File: src/hdl/mpc_pkg.sv
// Shared constants and types for the minterm partition classifier.
`timescale 1ns / 1ps

package mpc_pkg;

  // Default sizes for the top-level parameters.
  localparam int SETS_DEF         = 32;
  localparam int CLASSES_DEF      = 64;
  localparam int ELEMENT_BITS_DEF = 16;

  // Fixed port widths.
  localparam int MEMBER_BITS   = 32;
  localparam int INDEX_BITS    = 16;
  localparam int CLASS_ID_BITS = 6;

  typedef enum logic [1:0] {
    ST_IDLE,
    ST_LAUNCH,
    ST_WAIT,
    ST_RESOLVE
  } mpc_state_t;

  // Control part of the search token that walks the cell chain.
  typedef struct packed {
    logic valid;
    logic hit;
  } mpc_tok_t;

endpackage

File: src/hdl/mpc_cell.sv
// One class cell: holds a stored signature and checks the passing search token.
`timescale 1ns / 1ps

module mpc_cell #(
  parameter int SIG_W = 32,
  parameter int ID_W  = 6,
  parameter int INDEX = 0
) (
  input  logic               clk,
  input  logic               rst,
  input  logic               live,
  input  logic               wr_en,
  input  logic [SIG_W-1:0]   wr_sig,
  input  mpc_pkg::mpc_tok_t  tok_in,
  input  logic [SIG_W-1:0]   sig_in,
  input  logic [ID_W-1:0]    id_in,
  output mpc_pkg::mpc_tok_t  tok_out,
  output logic [SIG_W-1:0]   sig_out,
  output logic [ID_W-1:0]    id_out
);

  import mpc_pkg::*;

  logic [SIG_W-1:0] stored;
  logic             match;

  // first live match wins; later cells leave an earlier hit alone
  assign match = live && !tok_in.hit && (stored == sig_in);

  always_ff @(posedge clk) begin
    if (wr_en) begin
      stored <= wr_sig;
    end
  end

  always_ff @(posedge clk) begin
    if (rst) begin
      tok_out <= '0;
    end else begin
      tok_out.valid <= tok_in.valid;
      tok_out.hit   <= tok_in.hit || match;
    end
  end

  always_ff @(posedge clk) begin
    sig_out <= sig_in;
    id_out  <= match ? ID_W'(INDEX) : id_in;
  end

endmodule
File: config.mk
export PLATFORM = sky130hd
export DESIGN_NAME = mpc_cell
export DESIGN_NICKNAME = d
export VERILOG_FILES = /design/src/hdl/mpc_pkg.sv /design/src/hdl/mpc_cell.sv
export SDC_FILE = /design/constraint.sdc
export NUM_CORES = 1
export LEC_CHECK = 0
export ABC_AREA = 1
export BUFFER_PORTS_ARGS = -buffer_cell sky130_fd_sc_hd__buf_2
export CAP_MARGIN = 10
export CORE_UTILIZATION = 51
export DETAILED_ROUTE_END_ITERATION = 10
export PLACE_DENSITY = 0.95
export RECOVER_POWER = 100
export SYNTH_ARGS = -nofsm -noshare
export SYNTH_HDL_FRONTEND = slang
export SYNTH_SLANG_ARGS = --single-unit
File: constraint.sdc
create_clock -name clk -period 1.95 [get_ports clk]
set_input_delay 0.39 -clock clk [delete_from_list [all_inputs] [get_ports clk]]
set_output_delay 0.39 -clock clk [all_outputs]
set_load 0.005 [all_outputs]
==> results of run 1 <==
## cell usage after synthesis
cell      instances  area (µm²)
nand3b_1          1        7.51
nor2_2            1        6.26
nor2_1           37         139
or2_2             2        12.5
o21ai_0           4        20.0
nand4_1           6        37.5
dfxtp_1          40         801
nor3_1            2        10.0
a21oi_1           1        5.00
nor2_4            1        11.3
o21ai_1           3        15.0
nand3_1           7        35.0
nand2_1          85         319
o21a_1            1        7.51
xor2_1            1        8.76
inv_1            68         255
nand3_2           1        10.0
xnor2_1           4        35.0
edfxtp_1         32         961
and2_1            1        6.26
nor3b_2           1        12.5
## per-stage QoR
step | util, % | instances | setup WS [ns]
final | 68.2 | 501 | 0.342
after CTS | 70.1 | 501 | 0.566
after global placement | 66.5 | 485 | 0.513
after detailed placement | 66.5 | 485 | 0.417
after global routing | 68.2 | 501 | 0.270
after floorplan | - | 299 | 0.769
## worst min path at each step
| stage | startpoint | endpoint | slack (ns) | cells past startpoint |
|---|---|---|---|---|
| after floorplan | sig_in[0] | sig_out[0] | 0.42 | 0 |
| after global placement | sig_in[29] | sig_out[29] | 0.51 | 1 |
| after detailed placement | sig_in[19] | sig_out[19] | 0.51 | 1 |
| after CTS | sig_in[19] | sig_out[19] | 0.15 | 1 |
| after global routing | sig_in[19] | sig_out[19] | 0.15 | 1 |
| final | sig_in[19] | sig_out[19] | 0.17 | 1 |
## final cells by class
| cell class | count | area share [%] |
|---|---|---|
| flip-flops and latches | 72 | 50.6 |
| inverters | 68 | 7.33 |
| clock inverters | 3 | 0.431 |
| multi-input cells | 159 | 19.9 |
| repair buffers | 116 | 14.3 |
| clock buffers | 13 | 4.85 |
| well taps | 70 | 2.52 |
## sequential cells by signal, indices dropped and copies added, names as in the netlist
signal   cells
stored      32
sig_out     32
id_out       6
tok_out      2
## logic make-up after synthesis
kind of cell    after synthesis  synth area share (%)
flops                        72                  64.9
simple gates                145                  22.4
compound gates                9                  1.75
buf+inv                      68                  9.40
xor+xnor                      5                  1.61
## power breakdown
part / switching (mW) / internal [mW] / total [mW]
Combinational: 0.198 / 0.139 / 0.337
Sequential: 0.0386 / 1.68 / 1.72
Clock: 0.496 / 0.560 / 1.06
## worst reg2reg max path: stages (launching register included)
cell and delay, ns:
edfxtp_1 0.38, nand2_1 0.14, nand2_1 0.09, nor3b_2 0.17, nand2_1 0.09, nor2_2 0.09, nand3_1 0.13, nor2_4 0.18
nor2_1 0.06
## layer usage
layer	vias up	track usage (%)	wire length, µm	share of wire, %
met5	-	0	0	0
met4	0	11.5	140	2.3
met3	17	7.50	599	9.8
met2	113	40.0	2980	49
met1	1000	27.1	2400	39
li1	1160	-	-	-
==> flow_metrics.py, run 1 <==
metrics = {
    "run_status": {
        "status": "complete, no violations",
    },
    "final_layout": {
        "multi_input_area_um2": 693,
        "mostFrequentLayoutCells": "nand2_1, inv_1, clkbuf_1",
        "fillCellCount": 451,
        "drive_above_1_share_pct": 16.5,
        "layout_commonest_cell": "nand2_1",
        "diodes": 0,
        "register_area_um2": 1760,
        "layout.nets": 502,
        "finalInstanceArea_um2": 3480,
        "area_growth_pct": 28.2,
    },
    "routing": {
        "wire_per_inst_um": 12.2,
        "first_iter_violations": 178,
        "drc": 0,
        "ant_nets": 0,
        "drt_pass1_iterations": 4,
        "wirelength_um": 6120,
        "vias": 2290,
        "viasPerCell": 4.57,
    },
    "timing": {
        "max_freq_mhz": 622,
        "setup_tns_ns": 0,
        "setup_violations": 0,
        "tightest_slew_ns": 0.896,
        "hold_viol": 0,
        "rsz0062_at_grt": "false",
        "fin_crit_ns": 1.61,
        "maxSlewHeadroom_pct": 40.3,
        "period_share_pct": 82.4,
        "slew_viol_final": 0,
        "fin_skew_ns": 0.00554,
        "hold-worst-slack_ns": 0.165,
    },
    "setup_path": {
        "regToRegEndpoint": "id_out[5]",
        "cp_top_family": "buffers and inverters",
        "worstPathArrival_ns": 1.59,
        "reg2reg_depth": 8,
        "end_kind": "flip-flop",
        "crit_start": "wr_en",
        "crit_path_max_fanout": 18,
        "rrSetupSlack_ns": 0.52,
        "critPathKind": "in2reg",
        "cp-endpoint": "stored[18]",
        "startpoint_type": "primary input",
        "worst-path-stages": 2,
        "path_cells": "clkbuf_1 > clkbuf_2",
        "critPathSlowestCell": "clkbuf_1",
        "cp.required_ns": 1.93,
        "worst_path_largest_cell_delay_ns": 0.65,
        "worst_r2r_startpoint": "stored[3]",
        "path_buf_inv": 2,
    },
    "clocking": {
        "cts.sinks": 72,
        "cts_tree": "yes",
        "clockRootBuffer": "clkbuf_8",
        "worst_skew_pair.late_latency_ns": 0.34,
        "cts_resized": 0,
        "post_cts_buffers": 0,
        "cts_made_buffers": 9,
        "ctsHoldBuffers": 0,
        "path_clk_slew_ns": 0.07,
        "htreeDepth": 3,
        "clockBufferDepth": 2,
    },
    "worst_hold_path": {
        "hold_class": "in2reg",
    },
    "synth": {
        "syn_nets": 375,
        "synth.ff_latch_count": 72,
        "synth_area_um2": 2720,
        "syn_inst": 299,
        "synthDistinctLibCells": 21,
        "seq_area_frac_synth_pct": 64.9,
        "syn_area_per_cell_um2": 9.08,
        "synth_warnings": 0,
    },
    "global_routing": {
        "grt.overflow.total": 0,
        "antenna_found_initial": 0,
        "track_usage_pct": 23.6,
        "grt_pass1_wl_um": 9400,
        "grt_pass1_vias": 2160,
        "grt_max_degree": 19,
    },
    "floorplanning": {
        "boundaryPins": 116,
        "die_area_um2": 5620,
        "start_util_pct": 53.2,
        "die_x_um": 75.0,
        "dieHeight_um": 75.0,
        "core-area_um2": 5110,
        "rows": 26,
    },
    "pwr": {
        "p_total_mw": 3.11,
        "power.density_nw_per_um2": 894,
        "p_leak_nw": 1.74,
        "vdd_drop_max_mv": 0.646,
    },
    "place": {
        "placed_area_um2": 3400,
        "dp_hpwl_um": 4830,
        "gp_congestion": 0.903,
        "io_buffers": 115,
    },
    "flow_run": {
        "maxCapViolCount": 0,
    },
}
Power figures use the tool's default switching activity.
==> run 2: changes to the inputs <==
- ABC_AREA: 1 -> 0
- CORE_UTILIZATION: 51 -> 44
- PLACE_DENSITY: 0.95 -> 0.89
- clock period: 1.95 -> 1.52 ns (I/O delays scaled with it)
==> flow_metrics.py, run 2 <==
metrics = {
    "run_status": {
        "status": "finished, violations left",
        "violations": "setup timing",
    },
    "final_layout": {
        "finalNonFillerCells": 326,
        "register_area_um2": 1760,
        "layout.nets": 330,
        "mostFrequentLayoutCells": "buf_2, clkbuf_1, dfxtp_1",
        "area_growth_pct": 35.6,
        "layout_commonest_cell": "buf_2",
        "fillCellCount": 402,
        "diodes": 0,
        "multi_input_area_um2": 424,
        "drive_above_1_share_pct": 30.9,
        "top_regs": "sig_out: 32 flops, stored: 32 flops, id_out: 6 flops",
        "fin_util_pct": 62.6,
    },
    "timing": {
        "fin_crit_ns": 1.53,
        "slew_viol_final": 0,
        "setup_violations": 6,
        "hold_viol": 0,
        "fin_skew_ns": 0.0102,
        "maxSlewHeadroom_pct": 48.4,
        "period_share_pct": 101,
        "max_freq_mhz": 652,
        "fin_ws_ns": -0.0136,
        "tightest_slew_ns": 0.774,
        "setup_tns_ns": -0.0507,
        "rsz0062_at_grt": "true",
    },
    "clocking": {
        "htreeDepth": 3,
        "cts.sinks": 72,
        "clockBufferDepth": 2,
        "worst_skew_pair.late_latency_ns": 0.33,
        "ctsHoldBuffers": 0,
        "cts_resized": 0,
        "cts_tree": "yes",
        "cts_made_buffers": 9,
        "path_clk_slew_ns": 0.07,
        "clockRootBuffer": "clkbuf_8",
    },
    "setup_path": {
        "worst_path_largest_cell_delay_ns": 0.38,
        "end_kind": "flip-flop",
        "path_cells": "xnor2_1 > nand4_1 > nor4_2 > nand4_2 > and2_1",
        "crit_path_max_fanout": 7,
        "critPathKind": "reg2reg",
        "cp.required_ns": 1.74,
        "critPathSlowestCell": "edfxtp_1",
        "worstPathArrival_ns": 1.76,
        "reg2reg_depth": 5,
        "startpoint_type": "flip-flop",
    },
    "floorplanning": {
        "die_area_um2": 5270,
        "start_util_pct": 46.1,
        "core-area_um2": 4750,
        "boundaryPins": 116,
        "die_x_um": 72.6,
        "dieHeight_um": 72.6,
        "rows": 25,
    },
    "synth": {
        "synth.ff_latch_count": 72,
        "syn_area_per_cell_um2": 17.4,
        "synth_top_area_share_pct": 43.8,
        "async_flop_share_pct": 0,
        "synth_warnings": 0,
        "syn_inst": 126,
        "synth_edf_count": 32,
        "yosys-top-cells-area": "edfxtp_1, dfxtp_1, xnor2_1, and2_1, nand4_1",
        "yosys_most_used_dff": "dfxtp_1",
        "synth_common_cells": "dfxtp_1, edfxtp_1, xnor2_1, and2_1, nand4_1",
        "synthDistinctLibCells": 16,
        "seq_area_frac_synth_pct": 80.3,
        "syn_nets": 202,
        "synth_area_um2": 2190,
        "synth.most_common_cell": "dfxtp_1",
        "synth_top_area_cell": "edfxtp_1",
    },
    "global_routing": {
        "antenna_found_initial": 0,
        "grt.overflow.total": 0,
        "grt_max_degree": 33,
        "grt_pass1_vias": 1489,
        "track_usage_pct": 17.1,
        "grt_pass1_wl_um": 6310,
    },
    "place": {
        "gp_congestion": 0.741,
        "io_buffers": 115,
        "dp_hpwl_um": 3180,
        "dp_cells": 310,
    },
    "flow_run": {
        "maxCapViolCount": 0,
    },
    "routing": {
        "drc": 0,
        "drt_pass1_iterations": 4,
        "wirelength_um": 4110,
        "wire_per_inst_um": 12.6,
        "ant_nets": 0,
        "first_iter_violations": 46,
        "viasPerCell": 4.39,
        "vias": 1432,
    },
    "worst_hold_path": {
        "hold_depth": 1,
        "hold_class": "in2reg",
    },
    "pwr": {
        "power.density_nw_per_um2": 1280,
        "p_total_mw": 3.80,
        "vdd_drop_max_mv": 0.775,
        "p_leak_nw": 1.17,
    },
}
run 2: worst paths after layout:
kind	startpoint	end	slack, ns
worst max-delay path	stored[9]	id_out[1]	-0.01
worst min-delay path	sig_in[10]	sig_out[10]	0.11
worst max register to register	stored[9]	id_out[1]	-0.01
worst min register to register	stored[27]	tok_out[0]	0.70
run 2: where the power goes:
group	total, mW	internal [mW]	switching [mW]
combinational	0.292	0.161	0.131
clock	1.31	0.680	0.628
sequential	2.20	2.16	0.0419
total	3.80	3.00	0.801
run 2: timing repair:
action / 4_1_cts / 5_1_grt
buffers inserted: 0 / 0
setup endpoints to repair: 7 / 7
pin swaps: 8 / 2
gates cloned: 0 / 0
run 2: per-stage QoR:
step | area (µm²) | setup WS, ns | hold slack, ns
floorplan | 2190 | 0.125 | 0.332
global placement | 2880 | -0.0815 | 0.426
detailed placement | 2880 | -0.149 | 0.430
CTS | 3060 | -0.0631 | 0.0747
global route | 2970 | -0.173 | 0.0897
finish | 2970 | -0.0136 | 0.106
run 2: layout make-up:
cell class                 count  area share, %
clock buffer                  13           5.34
timing repair buffer         117           17.5
multi-input combinational     52           14.3
tap                           67           2.82
sequential                    72           59.2
clock inverter                 3          0.631
inverter                       2          0.252
run 2: cells by family (layout without fill, tap and decap cells):
kind of cell,after synthesis,after routing,synth area share [%]
xor+xnor,31,31,12.4
simple gates,18,18,5.65
compound gates,3,3,1.31
buf+inv,2,135,0.342
flops,72,72,80.3
run 2: worst max-delay path, delay by kind of cell, from the launching register on:
family           cells  cell delay, ns
XOR/XNOR             1            0.15
AND/OR/NAND/NOR      4            0.88
flip-flops           1            0.38
run 2: metal layers:
metal	global-route usage, %	up-vias	wire, µm
li1	-	693	-
met1	16.3	663	1440
met2	31.3	67	2280
met3	5.39	9	291
met4	11.1	0	95
met5	0	-	0
